[src/sv/ncsd_pkg.sv]
// Shared types and constants for the normalized correlation sync detector.
// Used by the controller, the datapath and the top level; no dependencies.
`default_nettype none

package ncsd_pkg;

  localparam int REF_LEN_DEFAULT     = 128;
  localparam int SAMPLE_BITS_DEFAULT = 16;

  localparam int          SEEN_W   = 24;
  localparam logic [SEEN_W-1:0] SEEN_MAX = 24'hFFFFFF;
  localparam int          THR_W    = 15;
  localparam logic [THR_W-1:0] CORR_THRESHOLD_RESET = 15'd28508;
  // The threshold squared carries 30 fraction bits, so the correlation side is scaled to match.
  localparam int          THR_SQ_W = 2 * THR_W;

  // Configuration register addresses (bit 2 of the byte address selects the register).
  localparam logic CFG_REG_THRESHOLD = 1'b0;

  // Item operation codes.
  localparam logic [1:0] OP_LOAD_REF = 2'd0;
  localparam logic [1:0] OP_SAMPLE   = 2'd1;
  localparam logic [1:0] OP_RESTART  = 2'd2;

  typedef struct packed {
    logic [1:0]         op;
    logic signed [15:0] sample_re;
    logic signed [15:0] sample_im;
    logic [6:0]         ref_index;
  } in_word_t;

  typedef struct packed {
    logic              detected;
    logic [SEEN_W-1:0] shift_position;
  } out_word_t;

  typedef enum logic [3:0] {
    ST_IDLE,
    ST_ENERGY,
    ST_E_DRAIN,
    ST_CORR,
    ST_C_DRAIN,
    ST_SQ_RE,
    ST_SQ_IM,
    ST_TEX,
    ST_TER,
    ST_RESULT
  } ctl_state_t;

  typedef enum logic [1:0] {
    MUL_CRE,
    MUL_CIM,
    MUL_TEX,
    MUL_TER
  } mul_sel_t;

  typedef struct packed {
    logic     accept;
    logic     scan_start;
    logic     scan_step;
    logic     energy;
    logic     er_latch;
    logic     mul_load;
    logic     mul_clear;
    mul_sel_t mul_sel;
    logic     mul_step;
    logic     lhs_latch;
    logic     out_load;
  } ctl_cmd_t;

  typedef struct packed {
    logic [1:0] op;
    logic       win_full;
    logic       scan_last;
    logic       pipe_busy;
    logic       mul_done;
    logic       out_free;
  } ctl_stat_t;

endpackage

`default_nettype wire

[src/sv/ncsd_ctrl.sv]
// Sequencing state machine of the sync detector.
// Depends on ncsd_pkg; drives commands to ncsd_datapath and reads its status.
`default_nettype none

module ncsd_ctrl (
  input  wire logic              clk,
  input  wire logic              rst,
  input  wire logic              item_valid,
  output logic                   item_stall,
  input  wire ncsd_pkg::ctl_stat_t stat,
  output ncsd_pkg::ctl_cmd_t     cmd
);

  ncsd_pkg::ctl_state_t state, state_next;

  always_ff @(posedge clk) begin
    if (rst) begin
      state <= ncsd_pkg::ST_IDLE;
    end else begin
      state <= state_next;
    end
  end

  always_comb begin
    state_next = state;
    cmd        = '0;
    item_stall = (state != ncsd_pkg::ST_IDLE);
    case (state)
      ncsd_pkg::ST_IDLE: begin
        if (item_valid) begin
          cmd.accept = 1'b1;
          if (stat.op == ncsd_pkg::OP_RESTART) begin
            cmd.scan_start = 1'b1;
            state_next     = ncsd_pkg::ST_ENERGY;
          end else if (stat.op == ncsd_pkg::OP_SAMPLE && stat.win_full) begin
            cmd.scan_start = 1'b1;
            state_next     = ncsd_pkg::ST_CORR;
          end
        end
      end
      ncsd_pkg::ST_ENERGY: begin
        cmd.energy    = 1'b1;
        cmd.scan_step = 1'b1;
        if (stat.scan_last) begin
          state_next = ncsd_pkg::ST_E_DRAIN;
        end
      end
      ncsd_pkg::ST_E_DRAIN: begin
        cmd.energy = 1'b1;
        if (!stat.pipe_busy) begin
          cmd.er_latch = 1'b1;
          state_next   = ncsd_pkg::ST_IDLE;
        end
      end
      ncsd_pkg::ST_CORR: begin
        cmd.scan_step = 1'b1;
        if (stat.scan_last) begin
          state_next = ncsd_pkg::ST_C_DRAIN;
        end
      end
      ncsd_pkg::ST_C_DRAIN: begin
        if (!stat.pipe_busy) begin
          cmd.mul_load  = 1'b1;
          cmd.mul_clear = 1'b1;
          cmd.mul_sel   = ncsd_pkg::MUL_CRE;
          state_next    = ncsd_pkg::ST_SQ_RE;
        end
      end
      ncsd_pkg::ST_SQ_RE: begin
        if (stat.mul_done) begin
          cmd.mul_load = 1'b1;
          cmd.mul_sel  = ncsd_pkg::MUL_CIM;
          state_next   = ncsd_pkg::ST_SQ_IM;
        end else begin
          cmd.mul_step = 1'b1;
        end
      end
      ncsd_pkg::ST_SQ_IM: begin
        if (stat.mul_done) begin
          cmd.lhs_latch = 1'b1;
          cmd.mul_load  = 1'b1;
          cmd.mul_clear = 1'b1;
          cmd.mul_sel   = ncsd_pkg::MUL_TEX;
          state_next    = ncsd_pkg::ST_TEX;
        end else begin
          cmd.mul_step = 1'b1;
        end
      end
      ncsd_pkg::ST_TEX: begin
        if (stat.mul_done) begin
          cmd.mul_load  = 1'b1;
          cmd.mul_clear = 1'b1;
          cmd.mul_sel   = ncsd_pkg::MUL_TER;
          state_next    = ncsd_pkg::ST_TER;
        end else begin
          cmd.mul_step = 1'b1;
        end
      end
      ncsd_pkg::ST_TER: begin
        if (stat.mul_done) begin
          state_next = ncsd_pkg::ST_RESULT;
        end else begin
          cmd.mul_step = 1'b1;
        end
      end
      ncsd_pkg::ST_RESULT: begin
        if (stat.out_free) begin
          cmd.out_load = 1'b1;
          state_next   = ncsd_pkg::ST_IDLE;
        end
      end
      default: begin
        state_next = ncsd_pkg::ST_IDLE;
      end
    endcase
  end

endmodule

`default_nettype wire

[config.mk]
export PLATFORM = sky130hd
export DESIGN_NAME = ncsd_ctrl
export DESIGN_NICKNAME = d
export VERILOG_FILES = /design/src/sv/ncsd_pkg.sv /design/src/sv/ncsd_ctrl.sv
export SDC_FILE = /design/constraint.sdc
export NUM_CORES = 1
export LEC_CHECK = 0
export BUFFER_PORTS_ARGS = -buffer_cell sky130_fd_sc_hd__buf_4
export CORE_AREA = 10 10 47 49
export DETAILED_ROUTE_END_ITERATION = 16
export DIE_AREA = 0 0 57 59
export PLACE_DENSITY = 0.65
export SLEW_MARGIN = 20
export SYNTH_ARGS = -nofsm -noshare
export SYNTH_HDL_FRONTEND = slang
export SYNTH_SLANG_ARGS = --single-unit
[constraint.sdc]
create_clock -name clk -period 1.9 [get_ports clk]
set_input_delay 0.285 -clock clk [delete_from_list [all_inputs] [get_ports clk]]
set_output_delay 0.285 -clock clk [all_outputs]
set_load 0.1 [all_outputs]
[Word-level counts from Yosys, hierarchy flattened]
Cells that the tools add are included.
Widths: inputs -> output; s select.
Word-level totals
  flip-flop bits (word level): 4
  logic and storage cells: 64
  input bits: 10
  output and inout port bits: 13
Operators by class
  muxes and demuxes: 34
  eq/ne operators: 22
  reduce and logical (&&, ||, !) cells: 7
Operator list (number)
  $mux 4: 15
  $pmux 4 s10: 1
  $ne 2x2->1 const B: 10
  $eq 4x3->1 const B: 4
  $mux 1: 13
  $reduce_and 11->1: 1
  $eq 4x2->1 const B: 2
  $eq 4x4->1 const B: 2
  $pmux 2 s4: 1
  $eq 4x1->1 const B: 1
  $logic_not 4->1: 1
  $mux 2: 2
  $pmux 1 s4: 1
  $reduce_bool 4->1: 1
  $reduce_or 2->1: 2
  $reduce_or 4->1: 1
  $ne 3x3->1 const B: 1
  $pmux 1 s3: 1
  $eq 2x1->1 const B: 1
  $eq 2x2->1 const B: 1
  $logic_and 1x1->1: 1

[Longest topological paths before layout]
Gate-level depths: netlist of the first run.
  depth after elaboration: 6
  depth in mapped cells: 7
  mapped depth without buffers: 5

[Worst setup path before layout of the first run]
OpenSTA, ideal clock, no wires.
  path type: flip-flop to output port
  start point: reg state[0]
  end point: out cmd[7] in the netlist's numbering
  data arrival time: 3.803 ns
  required time: 1.615 ns
  stages on the path, launching flop included: 4
  path buffers: 2
  slack: -2.188 ns
  cell sequence: dfxtp_1 > buf_6 > clkbuf_1 > nor4b_1
RTL lines
  start: declaration: line ncsd_ctrl.sv:14  | ncsd_pkg::ctl_state_t state, state_next;
  start signal: assignment: line ncsd_ctrl.sv:18  | state <= ncsd_pkg::ST_IDLE;
  start signal: assignment: line ncsd_ctrl.sv:20  | state <= state_next;
  end: declaration: line ncsd_ctrl.sv:11  | output ncsd_pkg::ctl_cmd_t cmd

==> run_results.csv, run 1 <==
group,metric,value,unit
detailed_routing,wl,1563,um
min_path,hold_path_end,"state[1]$_SDFFE_PP0P_",
synth,synth_edf_count,0,
detailed_routing,drc,0,
power_and_ir_drop,p_seq_share,21.0,%
layout,regArea,85.08,um2
floorplan,start_util,35.00,%
global_routing,grt_pass1_vias,580,
floorplan,die_w,57,um
synth,synth_warnings,0,
timing,finalWorstSetupSlack,0.04894,ns
layout,stdcell_count,111,
place,numPortBuffers,22,
timing,maxSlewViolCount,0,
cts,cts_sinks,4,
synth,synth.most_common_cell,"nor2_1",
critical_path,critPathArrivalTime,1.57,ns
timing,setup-violations-final,0,
timing,rsz0062_at_grt,"no",
detailed_routing,drt_iter0_markers,0,
critical_path,cp_max_fo,5,
layout,n_fill_cell,142,
detailed_routing,viasPerCell,5.180,
layout,finalInstanceArea,828.3,um2
power_and_ir_drop,p_clk_share,21.7,%
detailed_routing,first_pass_iters,1,
min_path,hold_start,"rst",
synth,syn-num-nets,77,
place,place_congestion,0.8633,
critical_path,crit_type,"reg2out",
layout,reg.largest.list,"state x4",
floorplan,die_y,59,um
cts,cts_tree,"yes",
place,pre_cts_slack,0.1590,ns
synth,seq_area_frac_synth,16.33,%
critical_path,r2r_slack,0.22,ns
synth,syn_inst,67,
layout,diodes,0,
cts,h-tree-depth,1,
cts,clock_latency,0.23,ns
synth,yosysTopAreaCell,"dfxtp_1",
critical_path,crit_path_end_kind,"output port",
timing,max_freq,540.2,MHz
min_path,min_path_cells,2,
run,timing.max_cap.violations,0,
synth,synth-seq-cells,4,
global_routing,grt_usage,9.115,%
critical_path,cp-start-kind,"flip-flop",
power_and_ir_drop,p_switching,217.9,uW
power_and_ir_drop,switching_share,47.47,%
layout,nNetsFinal,107,
min_path,min_path_type,"in2reg",
layout,max_flop_register,"state",
cts,cts_buffer_depth,2,
synth,yosys_most_used_dff,"dfxtp_1",
place,place_inst,108,
critical_path,r2r-end,"state[1]$_SDFFE_PP0P_",
cts,cts_root_buf,"clkbuf_4",
floorplan,ios,23,
synth,async_flop_share,0,%
layout,largest_register_ffs,4,
detailed_routing,ant_nets,0,
timing,finalHoldViolations,0,
cts,cts_buffers,3,
cts,postCtsHoldBufs,0,
power_and_ir_drop,peakVddDrop,0.0003574,V
detailed_routing,wl_per_cell,14.08,um
layout,multi_input_area,429.2,um2
timing,finClkSkew,0.0003059,ns
layout,drive_gt1_share,56.84,%
critical_path,required,1.62,ns
power_and_ir_drop,powerDensity,554.1,nW/um2
synth,synth_area,490.5,um2
timing,fin_crit_sh,97.42,%
timing,period_needed,1.851,ns
synth,synth_area_leaders,"dfxtp_1 16%, nor2_1 8.4%, buf_6 6.9%, nand2_1 5.4%, a211oi_4 4.1%",
layout,final_core_util,59.11,%
synth,synth_top_area_share,16.33,%
global_routing,gr-total-overflow,0,
synth,ys_types,37,
synth,syn_avg_cell_area,7.320,um2
power_and_ir_drop,leakage,0.0003475,uW
floorplan,fp.dieArea,3363,um2
place,postPlaceCellArea,765.7,um2
place,dp_hpwl,1292,um
floorplan,core,1401,um2
cts,clkTransAtPathRegs,0.03,ns
power_and_ir_drop,internal_power,241.1,uW
synth,synth_commonest_cells,"11 x nor2_1, 7 x nand2_1, 4 x dfxtp_1",
outcome,run_status,"complete, no violations",
timing,slew_headroom,78.59,%
global_routing,antenna_found_initial,0,
layout,area_growth,68.88,%
floorplan,rows,14,
critical_path,timing.rr.start,"state[0]$_SDFFE_PP0P_",
detailed_routing,vias,575,
global_routing,grt_start_max_net_pins,11,
global_routing,grt_pass1_wl,2622,um
timing,worst_pin_slew,0.3169,ns
critical_path,rr_worst_depth,6,
power_and_ir_drop,combPwrFrac,57.3,%
worst max-delay path by stage:
stage,start,end,slack [ns]
3_3_place_gp,state[2]$_SDFFE_PP0P_,cmd[7],0.16
2_1_floorplan,state[1]$_SDFFE_PP0P_,cmd[6],-0.20
4_1_cts,state[1]$_SDFFE_PP0P_,cmd[6],0.005
5_1_grt,state[0]$_SDFFE_PP0P_,cmd[2],0.005
6_report,state[0]$_SDFFE_PP0P_,cmd[2],0.05
3_5_place_dp,state[3]$_SDFFE_PP0P_,cmd[2],0.16
cells in the final DEF (no fill, tap or decap), types with 2 or more instances in the layout:
master,instances
nor2_2,4
inv_1,3
clkbuf_4,3
nand2_1,6
buf_6,2
dfxtp_2,4
buf_4,27
nor3_4,2
a311oi_1,2
nor3b_1,2
nor2_1,6
a21oi_2,2
cells by family (layout without fill, tap and decap cells):
kind of cell / after synthesis / in the layout / share of synthesized area (%)
and+or+nand+nor: 38 / 38 / 43.88
AOI/OAI and AO/OA: 14 / 14 / 24.24
buffers and inverters: 9 / 37 / 11.73
DFF: 4 / 4 / 16.33
xor gates and xnor gates: 1 / 1 / 1.786
muxes: 1 / 1 / 2.041
worst max-delay path, cell delays in order (launching register included):
cell and delay [ns]:
dfxtp_2 0.33, or4b_4 0.54, o21ai_2 0.11, and2_4 0.19
buf_12 0.16
per-layer routing:
layer	vias to the layer above	GRT usage [%]	part of all wire (%)
li1	301	-	-
met1	259	9.856	42
met2	15	15.50	51
met3	0	3.648	6.3
met4	0	3.691	0
met5	-	0	0
cell type report:
cell class,count,share of cell area (%)
clock buffers,3,2.719
inverters,3,1.360
multi-input cells,54,51.81
flip-flops and latches,4,10.27
well taps,16,2.417
repair buffers,31,31.42
timing repair:
action                     4_1_cts  5_1_grt
gates resized for setup          6        8
pin swaps                        0        2
setup endpoints to repair        3        4
setup buffers                    0        0
power groups by stage:
stage / sequential (uW) / combinational (uW) / clock (uW)
after floorplan: 93.4 / 198 / 0
after global placement: 96.3 / 259 / 0
after detailed placement: 96.2 / 262 / 0
after CTS: 94.8 / 263 / 106
after global routing: 97.4 / 278 / 108
final: 96.3 / 263 / 99.7
through the flow:
stage / TNS (ns) / power [uW] / hold WS [ns]
2_1_floorplan: -0.5304 / 291.8 / 0.3574
3_3_place_gp: 0 / 355.6 / 0.4972
3_5_place_dp: 0 / 357.9 / 0.5069
4_1_cts: 0 / 463.2 / 0.2630
5_1_grt: 0 / 483.5 / 0.2660
6_report: 0 / 459.0 / 0.2644
Note: power is estimated with default switching activity, not from simulation.
==> inputs of run 2 (changes only) <==
PLACE_DENSITY = unset   (was 0.65)
PLACE_DENSITY_LB_ADDON = 0.3   (was unset)
RECOVER_POWER = 25   (was unset)
==> run 2 against run 1 <==
  * Fmax is 0.89% higher
  * Largest cell class unchanged
  * Total power is 2.2% higher
  * Clock skew is 0.0086 ns higher
  * Combinational power hardly changed
  * Critical path depth stayed put
  * Critical endpoint is now cmd[6]
  * Global-route usage is 0.65 points lower
  * Sequential share of layout area is 0.47 points lower
  * First-iteration DRC count is 16 higher
  * Critical path type unchanged
  * Core utilization is 0.98 points higher
  * Final cell count is 0.90% lower
  * Count of clock-buffer cells in the layout stayed put
  * Sequential power is 1% higher
==> run_results.csv, run 2 (same netlist as run 1, synthesis figures left out) <==
group,metric,value,unit
layout,final_core_util,60.09,%
power_and_ir_drop,peakVddDrop,0.0003687,V
timing,finalWorstSetupSlack,0.06536,ns
timing,fin_crit_sh,96.56,%
place,dp_hpwl,1209,um
detailed_routing,drc,0,
critical_path,crit_family,"buffers and inverters",
critical_path,cp_max_fo,7,
cts,cts_root_buf,"clkbuf_4",
critical_path,slowest_delay,0.41,ns
floorplan,ios,23,
critical_path,crit_path_end_kind,"output port",
layout,diodes,0,
layout,finalInstanceArea,842.1,um2
timing,worst_pin_slew,0.4868,ns
power_and_ir_drop,p_switching,223.8,uW
cts,cts_buffers,3,
layout,final_cell_mix,"24 x buf_4, 6 x nand2_1, 6 x nor2_1",
layout,nNetsFinal,106,
place,place_congestion,0.8455,
power_and_ir_drop,combPwrFrac,56.6,%
power_and_ir_drop,powerDensity,557.0,nW/um2
detailed_routing,first_pass_iters,4,
critical_path,r2r-end,"state[1]$_SDFFE_PP0P_",
critical_path,required,1.62,ns
power_and_ir_drop,internal_power,245.2,uW
cts,clock_latency,0.24,ns
critical_path,cp-start-kind,"flip-flop",
cts,postCtsHoldBufs,0,
critical_path,critPathArrivalTime,1.55,ns
layout,stdcell_count,110,
layout,drive_gt1_share,54.26,%
timing,maxSlewViolCount,0,
critical_path,critPathSlowestCell,"or3_4",
timing,finalHoldViolations,0,
min_path,hold_path_end,"state[2]$_SDFFE_PP0P_",
layout,final_common_cell,"buf_4",
timing,max_freq,545.1,MHz
timing,slew_headroom,67.77,%
layout,area_growth,71.68,%
detailed_routing,wl,1476,um
layout,largest_register_ffs,4,
place,place_inst,106,
outcome,run_status,"complete, no violations",
global_routing,grt_pass1_wl,2387,um
critical_path,worst-path-buf-inv,2,
floorplan,die_y,59,um
cts,cts_sinks,4,
cts,h-tree-depth,1,
power_and_ir_drop,p_seq_share,20.8,%
cts,cts_buffer_depth,2,
detailed_routing,wl_per_cell,13.42,um
timing,finClkSkew,0.008899,ns
critical_path,crit_chain,"buf_4, or3_4, a21oi_2, buf_6",
timing,setup-violations-final,0,
place,pre_cts_slack,0.1615,ns
global_routing,antenna_found_initial,0,
detailed_routing,ant_nets,0,
place,postPlaceCellArea,763.2,um2
critical_path,rr_worst_depth,6,
cts,clkTransAtPathRegs,0.04,ns
power_and_ir_drop,leakage,0.0003438,uW
global_routing,grt_pass1_vias,555,
layout,reg.largest.list,"state x4",
global_routing,grt_start_max_net_pins,13,
floorplan,start_util,35.00,%
power_and_ir_drop,power,469.0,uW
cts,cts_tree,"yes",
detailed_routing,viasPerCell,5.309,
floorplan,fp.dieArea,3363,um2
power_and_ir_drop,switching_share,47.72,%
min_path,hold_start,"rst",
detailed_routing,vias,584,
place,numPortBuffers,22,
global_routing,grt_usage,8.460,%
power_and_ir_drop,p_clk_share,22.6,%
critical_path,crit_type,"reg2out",
min_path,min_path_type,"in2reg",
critical_path,timing.rr.start,"state[0]$_SDFFE_PP0P_",
critical_path,r2r_slack,0.22,ns
timing,rsz0062_at_grt,"yes",
detailed_routing,drt_iter0_markers,16,
floorplan,core,1401,um2
layout,max_flop_register,"state",
floorplan,die_w,57,um
min_path,min_path_cells,2,
timing,period_needed,1.835,ns
run,timing.max_cap.violations,0,
floorplan,rows,14,
global_routing,gr-total-overflow,0,
run 2: changes by cell type in the layout (fill, tap and decap cells not counted), moves of 2 or more:
cell | previous run | this run
dfxtp_1 | 0 | 2
buf_12 | 1 | 3
dfxtp_2 | 4 | 2
buf_4 | 27 | 24
run 2: cell type report:
class | instances | area (um2)
inverter | 3 | 11.26
timing repair buffer | 30 | 267.8
tap | 16 | 20.02
sequential | 4 | 82.58
fill | 144 | 559.3
clock buffer | 3 | 22.52
multi-input combinational | 54 | 437.9
run 2: worst max-delay path by stage:
stage | end | cells past startpoint | startpoint | slack [ns]
after floorplan | cmd[6] | 3 | state[1]$_SDFFE_PP0P_ | -0.20
after global placement | cmd[7] | 4 | state[3]$_SDFFE_PP0P_ | 0.16
after detailed placement | cmd[2] | 4 | state[2]$_SDFFE_PP0P_ | 0.16
after CTS | cmd[5] | 4 | state[1]$_SDFFE_PP0P_ | 0.002
after global routing | cmd[6] | 4 | state[0]$_SDFFE_PP0P_ | -0.006
final | cmd[6] | 4 | state[0]$_SDFFE_PP0P_ | 0.07
run 2: per-stage QoR:
stage / setup TNS (ns) / hold WS [ns]
floorplan: -0.5304 / 0.3574
global placement: 0 / 0.4941
detailed placement: 0 / 0.5031
CTS: 0 / 0.2469
global route: -0.005730 / 0.2492
finish: 0 / 0.2545
run 2: worst reg2reg max path, stage by stage (launching register included):
cell and delay, ns:
dfxtp_1 0.35, buf_12 0.16, nor4bb_1 0.15, o31a_1 0.31
a211oi_4 0.32, mux2i_1 0.23, nor2_1 0.05
run 2: routing by layer:
metal / global-route usage [%] / part of all wire, % / vias up
li1: - / - / 294
met1: 9.724 / 45 / 273
met2: 13.80 / 48 / 17
met3: 4.077 / 7.2 / 0
met4: 2.013 / 0 / 0
met5: 0 / 0 / -
run 2: repair_timing:
action | CTS | global route
cloned | 0 | 0
setup endpoints to repair | 4 | 4
resized for setup | 9 | 5
setup buffers | 0 | 1
endpoints found under the hold margin | 0 | 0
pin swaps | 1 | 1
run 2: power groups by stage:
stage / logic, uW / clock network (uW) / registers [uW]
after CTS: 262 / 108 / 96.9
after global routing: 278 / 115 / 98.7
after floorplan: 198 / 0 / 93.4
after detailed placement: 260 / 0 / 98.1
after global placement: 259 / 0 / 97.5
final: 265 / 106 / 97.6
